**src/hdl/rdd_pkg.sv**
```systemverilog
`timescale 1ns / 1ps
package rdd_pkg;

  localparam logic [1:0] MODE_REQUEST = 2'd0;
  localparam logic [1:0] MODE_ALLOC   = 2'd1;
  localparam logic [1:0] MODE_DEALLOC = 2'd2;
  localparam logic [1:0] MODE_DETECT  = 2'd3;

  typedef enum logic [2:0] {
    ST_IDLE,
    ST_UPD_RD,
    ST_UPD_WR,
    ST_DET_RUN,
    ST_DET_TAIL,
    ST_DET_EVAL,
    ST_FINISH
  } state_t;

  typedef struct packed {
    logic init;
    logic clear_changed;
    logic check;
  } prune_ctl_t;

  typedef struct packed {
    logic changed;
    logic any_left;
  } prune_sts_t;

endpackage

```
**src/hdl/rag_deadlock_detector_unit.sv**
```systemverilog
`timescale 1ns / 1ps
// Resource allocation graph deadlock detector. Request edges (process to lock)
// live in one RAM row per process, allocation edges (lock to process) in one
// RAM row per lock; a flop per row marks rows written since reset, so no
// clearing pass is needed. An edge update reads both rows and writes them back
// in the next cycle. A detect sweeps both RAMs together, one row of each per
// cycle, dropping every node with no edge to a surviving node, and repeats
// sweeps until one drops nothing; it answers 1 if any node survives. At most
// NUM_PROCS + NUM_LOCKS + 1 sweeps run; the single RAM read port per matrix
// is why a sweep reads one row of each at a time. One item is in work at a
// time; the result register lets the next item enter while a result waits.
module rag_deadlock_detector_unit
  import rdd_pkg::*;
#(
  parameter int NUM_LOCKS = 16,
  parameter int NUM_PROCS = 32
) (
  input  logic       clk,
  input  logic       rst,
  input  logic       in_valid,
  output logic       in_stall,
  input  logic [1:0] mode,
  input  logic [4:0] proc_id,
  input  logic [3:0] lock_id,
  output logic       out_valid,
  input  logic       out_stall,
  output logic       deadlock
);

  localparam int SWEEP_LEN = (NUM_LOCKS > NUM_PROCS) ? NUM_LOCKS : NUM_PROCS;
  localparam int SW_AW = (SWEEP_LEN > 1) ? $clog2(SWEEP_LEN) : 1;
  localparam int PROC_AW = (NUM_PROCS > 1) ? $clog2(NUM_PROCS) : 1;
  localparam int LOCK_AW = (NUM_LOCKS > 1) ? $clog2(NUM_LOCKS) : 1;

  logic                 req_we, hold_we;
  logic [PROC_AW-1:0]   req_waddr, req_raddr;
  logic [LOCK_AW-1:0]   hold_waddr, hold_raddr;
  logic [NUM_LOCKS-1:0] req_wdata, req_rdata, req_row;
  logic [NUM_PROCS-1:0] hold_wdata, hold_rdata, hold_row;
  prune_ctl_t           prune_ctl;
  prune_sts_t           prune_sts;
  logic [SW_AW-1:0]     chk_idx;

  rdd_ram #(.WIDTH(NUM_LOCKS), .DEPTH(NUM_PROCS)) u_req_ram (
    .clk   (clk),
    .we    (req_we),
    .waddr (req_waddr),
    .wdata (req_wdata),
    .raddr (req_raddr),
    .rdata (req_rdata)
  );

  rdd_ram #(.WIDTH(NUM_PROCS), .DEPTH(NUM_LOCKS)) u_hold_ram (
    .clk   (clk),
    .we    (hold_we),
    .waddr (hold_waddr),
    .wdata (hold_wdata),
    .raddr (hold_raddr),
    .rdata (hold_rdata)
  );

  rdd_prune #(.NUM_LOCKS(NUM_LOCKS), .NUM_PROCS(NUM_PROCS)) u_prune (
    .clk      (clk),
    .rst      (rst),
    .ctl      (prune_ctl),
    .chk_idx  (chk_idx),
    .req_row  (req_row),
    .hold_row (hold_row),
    .sts      (prune_sts)
  );

  rdd_ctrl #(.NUM_LOCKS(NUM_LOCKS), .NUM_PROCS(NUM_PROCS)) u_ctrl (
    .clk        (clk),
    .rst        (rst),
    .in_valid   (in_valid),
    .in_stall   (in_stall),
    .mode       (mode),
    .proc_id    (proc_id),
    .lock_id    (lock_id),
    .out_valid  (out_valid),
    .out_stall  (out_stall),
    .deadlock   (deadlock),
    .req_we     (req_we),
    .req_waddr  (req_waddr),
    .req_wdata  (req_wdata),
    .req_raddr  (req_raddr),
    .req_rdata  (req_rdata),
    .hold_we    (hold_we),
    .hold_waddr (hold_waddr),
    .hold_wdata (hold_wdata),
    .hold_raddr (hold_raddr),
    .hold_rdata (hold_rdata),
    .prune_ctl  (prune_ctl),
    .chk_idx    (chk_idx),
    .req_row    (req_row),
    .hold_row   (hold_row),
    .prune_sts  (prune_sts)
  );

endmodule

```
**src/hdl/rdd_ram.sv**
```systemverilog
`timescale 1ns / 1ps
module rdd_ram #(
  parameter int WIDTH = 16,
  parameter int DEPTH = 32,
  localparam int AW = (DEPTH > 1) ? $clog2(DEPTH) : 1
) (
  input  logic             clk,
  input  logic             we,
  input  logic [AW-1:0]    waddr,
  input  logic [WIDTH-1:0] wdata,
  input  logic [AW-1:0]    raddr,
  output logic [WIDTH-1:0] rdata
);

  logic [WIDTH-1:0] mem [DEPTH];

  always_ff @(posedge clk) begin
    if (we) begin
      mem[waddr] <= wdata;
    end
    rdata <= mem[raddr];
  end

endmodule

```
**src/hdl/rdd_prune.sv**
```systemverilog
`timescale 1ns / 1ps
module rdd_prune
  import rdd_pkg::*;
#(
  parameter int NUM_LOCKS = 16,
  parameter int NUM_PROCS = 32,
  localparam int SWEEP_LEN = (NUM_LOCKS > NUM_PROCS) ? NUM_LOCKS : NUM_PROCS,
  localparam int SW_AW = (SWEEP_LEN > 1) ? $clog2(SWEEP_LEN) : 1,
  localparam int PROC_AW = (NUM_PROCS > 1) ? $clog2(NUM_PROCS) : 1,
  localparam int LOCK_AW = (NUM_LOCKS > 1) ? $clog2(NUM_LOCKS) : 1
) (
  input  logic                 clk,
  input  logic                 rst,
  input  prune_ctl_t           ctl,
  input  logic [SW_AW-1:0]     chk_idx,
  input  logic [NUM_LOCKS-1:0] req_row,
  input  logic [NUM_PROCS-1:0] hold_row,
  output prune_sts_t           sts
);

  logic [NUM_PROCS-1:0] procs_left;
  logic [NUM_LOCKS-1:0] locks_left;
  logic                 changed;
  logic                 proc_in, lock_in;
  logic [PROC_AW-1:0]   proc_sel;
  logic [LOCK_AW-1:0]   lock_sel;
  logic                 proc_drop, lock_drop;

  always_comb begin
    proc_in   = 32'(chk_idx) < NUM_PROCS;
    lock_in   = 32'(chk_idx) < NUM_LOCKS;
    proc_sel  = proc_in ? PROC_AW'(chk_idx) : '0;
    lock_sel  = lock_in ? LOCK_AW'(chk_idx) : '0;
    proc_drop = ctl.check && proc_in && procs_left[proc_sel] &&
                ((req_row & locks_left) == '0);
    lock_drop = ctl.check && lock_in && locks_left[lock_sel] &&
                ((hold_row & procs_left) == '0);
    sts.changed  = changed;
    sts.any_left = (|procs_left) || (|locks_left);
  end

  always_ff @(posedge clk) begin
    if (rst) begin
      procs_left <= '0;
      locks_left <= '0;
      changed    <= 1'b0;
    end else if (ctl.init) begin
      procs_left <= '1;
      locks_left <= '1;
      changed    <= 1'b0;
    end else begin
      if (proc_drop) begin
        procs_left[proc_sel] <= 1'b0;
      end
      if (lock_drop) begin
        locks_left[lock_sel] <= 1'b0;
      end
      if (ctl.clear_changed) begin
        changed <= 1'b0;
      end else if (proc_drop || lock_drop) begin
        changed <= 1'b1;
      end
    end
  end

endmodule

```
**src/hdl/rdd_ctrl.sv**
```systemverilog
`timescale 1ns / 1ps
module rdd_ctrl
  import rdd_pkg::*;
#(
  parameter int NUM_LOCKS = 16,
  parameter int NUM_PROCS = 32,
  localparam int SWEEP_LEN = (NUM_LOCKS > NUM_PROCS) ? NUM_LOCKS : NUM_PROCS,
  localparam int SW_AW = (SWEEP_LEN > 1) ? $clog2(SWEEP_LEN) : 1,
  localparam int PROC_AW = (NUM_PROCS > 1) ? $clog2(NUM_PROCS) : 1,
  localparam int LOCK_AW = (NUM_LOCKS > 1) ? $clog2(NUM_LOCKS) : 1
) (
  input  logic                 clk,
  input  logic                 rst,
  input  logic                 in_valid,
  output logic                 in_stall,
  input  logic [1:0]           mode,
  input  logic [4:0]           proc_id,
  input  logic [3:0]           lock_id,
  output logic                 out_valid,
  input  logic                 out_stall,
  output logic                 deadlock,
  output logic                 req_we,
  output logic [PROC_AW-1:0]   req_waddr,
  output logic [NUM_LOCKS-1:0] req_wdata,
  output logic [PROC_AW-1:0]   req_raddr,
  input  logic [NUM_LOCKS-1:0] req_rdata,
  output logic                 hold_we,
  output logic [LOCK_AW-1:0]   hold_waddr,
  output logic [NUM_PROCS-1:0] hold_wdata,
  output logic [LOCK_AW-1:0]   hold_raddr,
  input  logic [NUM_PROCS-1:0] hold_rdata,
  output prune_ctl_t           prune_ctl,
  output logic [SW_AW-1:0]     chk_idx,
  output logic [NUM_LOCKS-1:0] req_row,
  output logic [NUM_PROCS-1:0] hold_row,
  input  prune_sts_t           prune_sts
);

  state_t               state, state_next;
  logic [1:0]           item_mode;
  logic [4:0]           item_proc;
  logic [3:0]           item_lock;
  logic                 found;
  logic [SW_AW-1:0]     idx;
  logic                 chk_en;
  logic [NUM_PROCS-1:0] req_vld;
  logic [NUM_LOCKS-1:0] hold_vld;
  logic                 req_rvld, hold_rvld;
  logic                 req_re, hold_re;
  logic                 load_out;
  logic                 accept, in_range, idx_last;

  assign accept   = in_valid && !in_stall;
  assign in_range = (32'(proc_id) < NUM_PROCS) && (32'(lock_id) < NUM_LOCKS);
  assign idx_last = idx == SW_AW'(SWEEP_LEN - 1);

  always_comb begin
    state_next = state;
    case (state)
      ST_IDLE: begin
        if (in_valid) begin
          if (mode == MODE_DETECT) begin
            state_next = ST_DET_RUN;
          end else if (in_range) begin
            state_next = ST_UPD_RD;
          end else begin
            state_next = ST_FINISH;
          end
        end
      end
      ST_UPD_RD:   state_next = ST_UPD_WR;
      ST_UPD_WR:   state_next = ST_FINISH;
      ST_DET_RUN: begin
        if (idx_last) begin
          state_next = ST_DET_TAIL;
        end
      end
      ST_DET_TAIL: state_next = ST_DET_EVAL;
      ST_DET_EVAL: state_next = prune_sts.changed ? ST_DET_RUN : ST_FINISH;
      ST_FINISH: begin
        if (load_out) begin
          state_next = ST_IDLE;
        end
      end
      default:     state_next = ST_IDLE;
    endcase
  end

  always_comb begin
    in_stall   = (state != ST_IDLE);
    req_raddr  = '0;
    hold_raddr = '0;
    req_re     = 1'b0;
    hold_re    = 1'b0;
    req_we     = 1'b0;
    hold_we    = 1'b0;
    load_out   = 1'b0;
    prune_ctl  = '0;
    case (state)
      ST_IDLE: begin
        prune_ctl.init = in_valid && (mode == MODE_DETECT);
      end
      ST_UPD_RD: begin
        req_raddr  = PROC_AW'(item_proc);
        hold_raddr = LOCK_AW'(item_lock);
        req_re     = 1'b1;
        hold_re    = 1'b1;
      end
      ST_UPD_WR: begin
        req_we  = 1'b1;
        hold_we = 1'b1;
      end
      ST_DET_RUN: begin
        if (32'(idx) < NUM_PROCS) begin
          req_raddr = PROC_AW'(idx);
          req_re    = 1'b1;
        end
        if (32'(idx) < NUM_LOCKS) begin
          hold_raddr = LOCK_AW'(idx);
          hold_re    = 1'b1;
        end
      end
      ST_DET_EVAL: begin
        prune_ctl.clear_changed = prune_sts.changed;
      end
      ST_FINISH: begin
        load_out = !out_valid || !out_stall;
      end
      default: begin
        in_stall = 1'b1;
      end
    endcase
    prune_ctl.check = chk_en;
  end

  always_comb begin
    req_row    = req_rdata & {NUM_LOCKS{req_rvld}};
    hold_row   = hold_rdata & {NUM_PROCS{hold_rvld}};
    req_waddr  = PROC_AW'(item_proc);
    hold_waddr = LOCK_AW'(item_lock);
    req_wdata  = req_row;
    req_wdata[LOCK_AW'(item_lock)] = (item_mode == MODE_REQUEST);
    hold_wdata = hold_row;
    case (item_mode)
      MODE_ALLOC:   hold_wdata[PROC_AW'(item_proc)] = 1'b1;
      MODE_DEALLOC: hold_wdata[PROC_AW'(item_proc)] = 1'b0;
      default:      hold_wdata = hold_row;
    endcase
  end

  always_ff @(posedge clk) begin
    if (rst) begin
      state     <= ST_IDLE;
      out_valid <= 1'b0;
      chk_en    <= 1'b0;
      req_vld   <= '0;
      hold_vld  <= '0;
      req_rvld  <= 1'b0;
      hold_rvld <= 1'b0;
      idx       <= '0;
    end else begin
      state     <= state_next;
      chk_en    <= (state == ST_DET_RUN);
      req_rvld  <= req_re && req_vld[req_raddr];
      hold_rvld <= hold_re && hold_vld[hold_raddr];
      if (req_we) begin
        req_vld[req_waddr] <= 1'b1;
      end
      if (hold_we) begin
        hold_vld[hold_waddr] <= 1'b1;
      end
      if (load_out) begin
        out_valid <= 1'b1;
      end else if (!out_stall) begin
        out_valid <= 1'b0;
      end
      if (accept || state == ST_DET_EVAL) begin
        idx <= '0;
      end else if (state == ST_DET_RUN && !idx_last) begin
        idx <= idx + 1'b1;
      end
    end
  end

  always_ff @(posedge clk) begin
    chk_idx <= idx;
    if (accept) begin
      item_mode <= mode;
      item_proc <= proc_id;
      item_lock <= lock_id;
      found     <= 1'b0;
    end else if (state == ST_DET_EVAL) begin
      found <= prune_sts.any_left;
    end
    if (load_out) begin
      deadlock <= found;
    end
  end

endmodule

```
**config.mk**
```make
export PLATFORM = sky130hd
export DESIGN_NAME = rag_deadlock_detector_unit
export DESIGN_NICKNAME = d
export VERILOG_FILES = /design/src/hdl/rdd_pkg.sv /design/src/hdl/rag_deadlock_detector_unit.sv /design/src/hdl/rdd_ram.sv /design/src/hdl/rdd_prune.sv /design/src/hdl/rdd_ctrl.sv
export SDC_FILE = /design/constraint.sdc
export NUM_CORES = 1
export LEC_CHECK = 0
export ABC_AREA = 1
export BUFFER_PORTS_ARGS = -buffer_cell sky130_fd_sc_hd__buf_2
export CAP_MARGIN = 20
export CORE_MARGIN = 5
export CORE_UTILIZATION = 30
export DETAILED_ROUTE_END_ITERATION = 8
export GPL_ROUTABILITY_DRIVEN = 0
export SETUP_SLACK_MARGIN = 0.3
export SYNTH_ARGS = -nofsm -noshare
export SYNTH_HDL_FRONTEND = slang
export SYNTH_SLANG_ARGS = --single-unit
```
**constraint.sdc**
```tcl
create_clock -name clk -period 5.4 [get_ports clk]
set_input_delay 0.54 -clock clk [delete_from_list [all_inputs] [get_ports clk]]
set_output_delay 0.54 -clock clk [all_outputs]
set_load 0.05 [all_outputs]
```
== Word-level counts from Yosys, hierarchy flattened ==
Memory sizes are Yosys's and may differ from the RTL's. A register that Yosys moved wholly into a read port is not among the register bits.
Index checks and enable logic that the tools add are counted.
Widths: inputs -> output; s select.

* Bits in writable memories: 1024
* Output and inout port bits: 3
* Word-level logic and storage cells: 139
* Register bits after elaboration: 127
* Memories: 2

* Add/subtract/negate cells: 1
* Order comparisons: 12
* Reductions and logical operators: 36
* Muxes and demuxes: 44
* Bitwise gates (word level): 13
* Equality and inequality tests: 14

{| class="wikitable"
|+ Memory list
! name !! words !! width !! read ports !! clocked after memory_dff !! write ports !! line !! text
|-
| u_hold_ram.mem || 16 || 32 || 1 || 1 || 1 || rdd_ram.sv:15 || <nowiki>logic [WIDTH-1:0] mem [DEPTH];</nowiki>
|-
| u_req_ram.mem || 32 || 16 || 1 || 1 || 1 || rdd_ram.sv:15 ||
|}

{| class="wikitable"
|+ Operators by type and width
! cell !! count
|-
| $and 32x32->32 || 4
|-
| $mux 32 || 2
|-
| $not 32->32 || 2
|-
| $or 32x32->32 || 2
|-
| $pmux 32 s2 || 1
|-
| $and 16x16->16 || 3
|-
| $logic_not 32->1 || 1
|-
| $mux 16 || 2
|-
| $reduce_or 32->1 || 1
|-
| $pmux 3 s7 || 1
|-
| $mux 1 || 19
|-
| $lt 5x6->1 const B || 3
|-
| $bwmux 16 || 1
|-
| $logic_not 16->1 || 1
|-
| $not 16->16 || 1
|-
| $or 16x16->16 || 1
|-
| $reduce_or 16->1 || 1
|-
| $lt 4x5->1 const B || 3
|-
| $logic_and 1x1->1 || 14
|-
| $mux 3 || 4
|-
| $bmux 1 s5 || 2
|-
| $demux 1 s5 || 2
|-
| $ge 5x1->1 const B || 2
|-
| $lt 5x5->1 const B || 2
|-
| 27 further kinds || 45
|}

== Depth between registers and ports, before layout ==
* Depth after elaboration: 10
* Depth in mapped cells: 13
* Depth with buffers taken out: 13

== Modules after synthesis ==
From an unflattened synthesis, not the netlist that was laid out.

* Cells, all modules: 5207
* Area, all modules: 52200.1 um^2

{| class="wikitable"
|+ By module, submodules not included
! module !! cells an instance !! area each (um^2) !! instances !! sequential area each (um^2)
|-
| rdd_ram at u_hold_ram || 2120 || 22730.6 || 1 || 16015.4
|-
| rdd_ram at u_req_ram || 1794 || 21301.7 || 1 || 15695.1
|-
| rdd_ctrl || 766 || 4879.7 || 1 || 1681.6
|-
| rdd_prune || 527 || 3288.2 || 1 || 980.9
|}

== Least setup slack after synthesis ==
OpenSTA, ideal clock, no wires.

* Path kind: flip-flop to flip-flop
* Start point: reg u_ctrl.state[2]
* End point: mem u_hold_ram.mem[5][0] (netlist bit) (enable)
* Buffers on the path: 1
* Required time: 4.936 ns
* Arrival time: 3.124 ns
* Setup time: 0.464 ns
* Slack: 1.813 ns
* Cell stages (with the launch flop): 7
* Cell sequence: dfxtp_1 > inv_2 > nand2_1 > nor2_1 > inv_1 > clkbuf_1 > nor3_1

* Cells in the longest elaborated chain, start to end: 4

{| class="wikitable"
|+ Ends and longest elaborated chain
! element !! line !! text
|-
| start: declaration || rdd_ctrl.sv:39 || <nowiki>state_t state, state_next;</nowiki>
|-
| start signal: assignment || rdd_ctrl.sv:162 || <nowiki>state <= state_next;</nowiki>
|-
| $eq 3x2->1 || rdd_ctrl.sv:99 || <nowiki>case (state)</nowiki>
|-
| $mux 1 || rdd_ctrl.sv:99 ||
|-
| $mux 1 || rdd_ram.sv:18 || <nowiki>if (we) begin</nowiki>
|-
| $mux 1 (not written as such) || rdd_ram.sv:19 || <nowiki>mem[waddr] <= wdata;</nowiki>
|-
| end: declaration || rdd_ram.sv:15 ||
|}

Every way passes these cells.

== Final worst setup path ==
* Start point: reg u_ctrl.state[0]
* End point: reg u_req_ram.rdata[15], read port of u_req_ram.mem

* Cells in the longest elaborated chain, start to end: 2

{| class="wikitable"
|+ Ends and longest elaborated chain
! element !! line !! text
|-
| $eq 3x2->1 or $eq 3x1->1 (tied branches) || rdd_ctrl.sv:99 ||
|-
| $pmux 5 s2 * || rdd_ctrl.sv:99 ||
|-
| end: declaration || rdd_ram.sv:12 || <nowiki>output logic [WIDTH-1:0] rdata</nowiki>
|}

Every way passes the cells marked *; elsewhere a longest branch is shown, timed or not.
A chain may end at the register's enable or synchronous reset.

==> out/qor.yml <==
outcome:
  status: "complete, no violations"
setup_path:
  cp.required_ns: 5.98
  cp_common_cell: "nand2_1"
  r2r_end: "u_req_ram.rdata[15]"
  cp-end-kind: "flip-flop"
  critPathKind: "reg2reg"
  slowest_stage: "nand2_4"
  arrival_ns: 3.86
  crit_chain: "nand4_2 > buf_4 > nand2_4 > buf_12 > nand2_1 > o211ai_1 > nand3_1 > nand3_1 > nand2_1 > nand2_1 > nand2_1"
  r2r_slack_ns: 2.12
  reg2regPathDepth: 11
  crit_path_max_fanout: 126
  r2r-start: "u_ctrl.state[0]"
  cp_slowest_stage_delay_ns: 0.67
  startpoint_type: "flip-flop"
logic_synthesis:
  synth_area_per_cell_sq_um: 11.1
  syn_nets: 4507
  ys.warnings.count: 0
  synth-edff-count: 1036
  ys_ff_latch: 1199
  synthArstFlopShare: 0
  ys_seq_area_frac: 0.688
  ys_types: 38
  synth_ff_type: "edfxtp_1"
  syn_inst: 4487
  syn_area_sq_um: 49900
timing:
  fmax_ghz: 0.305
  fin_setup_tns_ns: 0
  finalHoldViolCount: 0
  worst_slack_ns: 2.12
  grt_setup_unrepaired: "no"
  setup_viol: 0
  fin_crit_sh: 0.607
  relSlewSlack: 0.197
  final.min_clock_period_ns: 3.28
  skew_ns: 0.0434
  slew_viol_final: 0
  worst_pin_slew_ns: 1.20
  holdWs_ns: 0.0449
power_and_ir_drop:
  p_seq_frac: 0.439
  internal_power_w: 0.0172
  p_sw_w: 0.00836
  comb_power_share: 0.235
  ir_drop_mv: 0.304
  clkPwrFrac: 0.325
  sw_frac_of_total: 0.327
  p_leak_nw: 19.6
  power_density_nw_per_um2: 449
final_layout:
  fillers: 16300
  final_common_cell: "edfxtp_1"
  nets: 4482
  num_antenna_cells: 0
  drive_gt1_frac: 0.0879
  final_cell_mix: "1,036 x edfxtp_1, 771 x nand2_1, 512 x inv_1"
  synthToLayoutAreaGrowth_pct: 14.1
die:
  row_count: 149
  io_pins: 18
  start_util: 0.302
  core_area_sq_um: 165000
  die_area_sq_um: 175000
  die_w_um: 418
  die_h_um: 418
grt:
  overflow: 0
  gr-usage-all-layers: 0.149
  grt_start_max_net_pins: 249
  grt_pass1_wl_mm: 201
  antenna_found_initial: 2
  grt_pass1_vias: 31300
placed_design:
  dp_hpwl_mm: 75.3
  dp_slack_ns: 2.20
  port_buffers: 17
routing:
  drt-initial-drc-count: 3671
  routedWlPerCell_um: 20.0
  drc: 0
  via_per_inst: 4.99
  vias: 33700
  first_pass_iters: 5
  ant_nets: 0
  wl_mm: 135
clocking:
  cts-buffers-inserted: 114
  postCtsSetupRepairBufs: 0
  cts_max_level: 3
  worstSkewPairLatency_ns: 0.74
  clock_sinks: 1199
  clockBufferDepth: 3
  cts_tree: "yes"
  path_clk_slew_ns: 0.07
  cts_root_buf: "clkbuf_16"
min_path:
  whs_path_depth: 1
  hp-start: "mode[1]"
  min_to: "u_ctrl.item_mode[1]"
  min_path_type: "in2reg"
flow_run:
  cap_violations: 0
## kinds of logic after synthesis
group           after synthesis  share of synthesized area
buf+inv                     797                     0.0633
flops                      1199                      0.688
simple gates               1691                      0.141
fa+ha+maj                     5                    0.00125
compound gates              795                      0.106
## state kept, by name, summed over array words and instances (netlist names), 16 cells and up
signal,flops
u_hold_ram.rdata,32
u_req_ram.rdata,16
u_ctrl.hold_vld,16
u_hold_ram.mem,512
u_prune.locks_left,16
u_ctrl.req_vld,32
u_prune.procs_left,32
u_req_ram.mem,512
## routing by layer
| metal | wire length, um | track usage | vias up |
|---|---|---|---|
| met3 | 9120 | 0.0224 | 257 |
| met2 | 62100 | 0.239 | 1189 |
| met5 | 11 | 0 | - |
| met1 | 58900 | 0.209 | 16500 |
| met4 | 4600 | 0.0471 | 2 |
| li1 | - | - | 15700 |
## power groups by stage
stage	sequential [W]	combinational, W	clock (W)
after floorplan	0.0111	0.00414	0
after detailed placement	0.0114	0.00600	0
after global routing	0.0113	0.00665	0.00887
after global placement	0.0114	0.00593	0
after CTS	0.0112	0.00603	0.00847
final	0.0112	0.00602	0.00832
## cell type report
type | instances | area, sq um | share of cell area
clock buffer | 166 | 3350 | 0.0588
clock inverter | 51 | 597 | 0.0105
inverter | 525 | 1970 | 0.0346
multi-input combinational | 2491 | 12700 | 0.223
sequential | 1199 | 34400 | 0.603
tap | 2189 | 2740 | 0.0481
timing repair buffer | 131 | 1240 | 0.0218
## how the worst max path moves through the flow
stage / startpoint / endpoint / slack, ns / cells after the start
after floorplan: u_ctrl.state[2] / u_hold_ram.mem[5][0] / 1.81 / 6
after global placement: u_ctrl.state[0] / u_req_ram.rdata[4] / 2.27 / 11
after detailed placement: u_ctrl.state[0] / u_req_ram.rdata[0] / 2.20 / 11
after CTS: u_ctrl.state[0] / u_req_ram.rdata[0] / 2.16 / 11
after global routing: u_ctrl.state[0] / u_req_ram.rdata[2] / 1.90 / 11
final: u_ctrl.state[0] / u_req_ram.rdata[15] / 2.12 / 11
## stage by stage
| step | total power (W) | util | std cells | instance area [sq um] |
|---|---|---|---|---|
| floorplan | 0.0153 | - | 4487 | 49900 |
| global placement | 0.0174 | 0.319 | 6514 | 52700 |
| detailed placement | 0.0174 | 0.320 | 6524 | 52900 |
| CTS | 0.0257 | 0.345 | 6748 | 56900 |
| global route | 0.0268 | 0.345 | 6752 | 57000 |
| finish | 0.0256 | 0.345 | 6752 | 57000 |
## worst max-delay path: cells and delay by family, from the launching register on
family	cells	cell delay, ns
simple gates	8	1.53
buf+inv	2	0.80
flops	1	0.57
compound gates	1	0.11
## cells in the mapped netlist, types with 5 or more instances
cell type,instances,area [sq um]
nor3_1,19,95.1
a21oi_1,60,300
nand3_1,445,2230
o211ai_1,496,3720
clkbuf_1,135,507
inv_1,514,1930
buf_2,121,606
nor4_1,10,62.6
buf_4,5,37.5
inv_2,8,30.0
nor2_1,417,1570
nand4_1,20,125
edfxtp_1,1036,31100
nand2_1,772,2900
o21ai_0,219,1100
dfxtp_1,163,3260
ha_1,5,62.6
buf_1,11,41.3
## repair_timing
| item | 4_1_cts | 5_1_grt |
|---|---|---|
| hold buffers | 7 | 0 |
| setup endpoints to repair | 0 | 0 |
| hold endpoints to repair | 7 | 0 |
| gates resized for setup | 0 | 0 |
No activity file was read; power rests on OpenSTA's default activity.
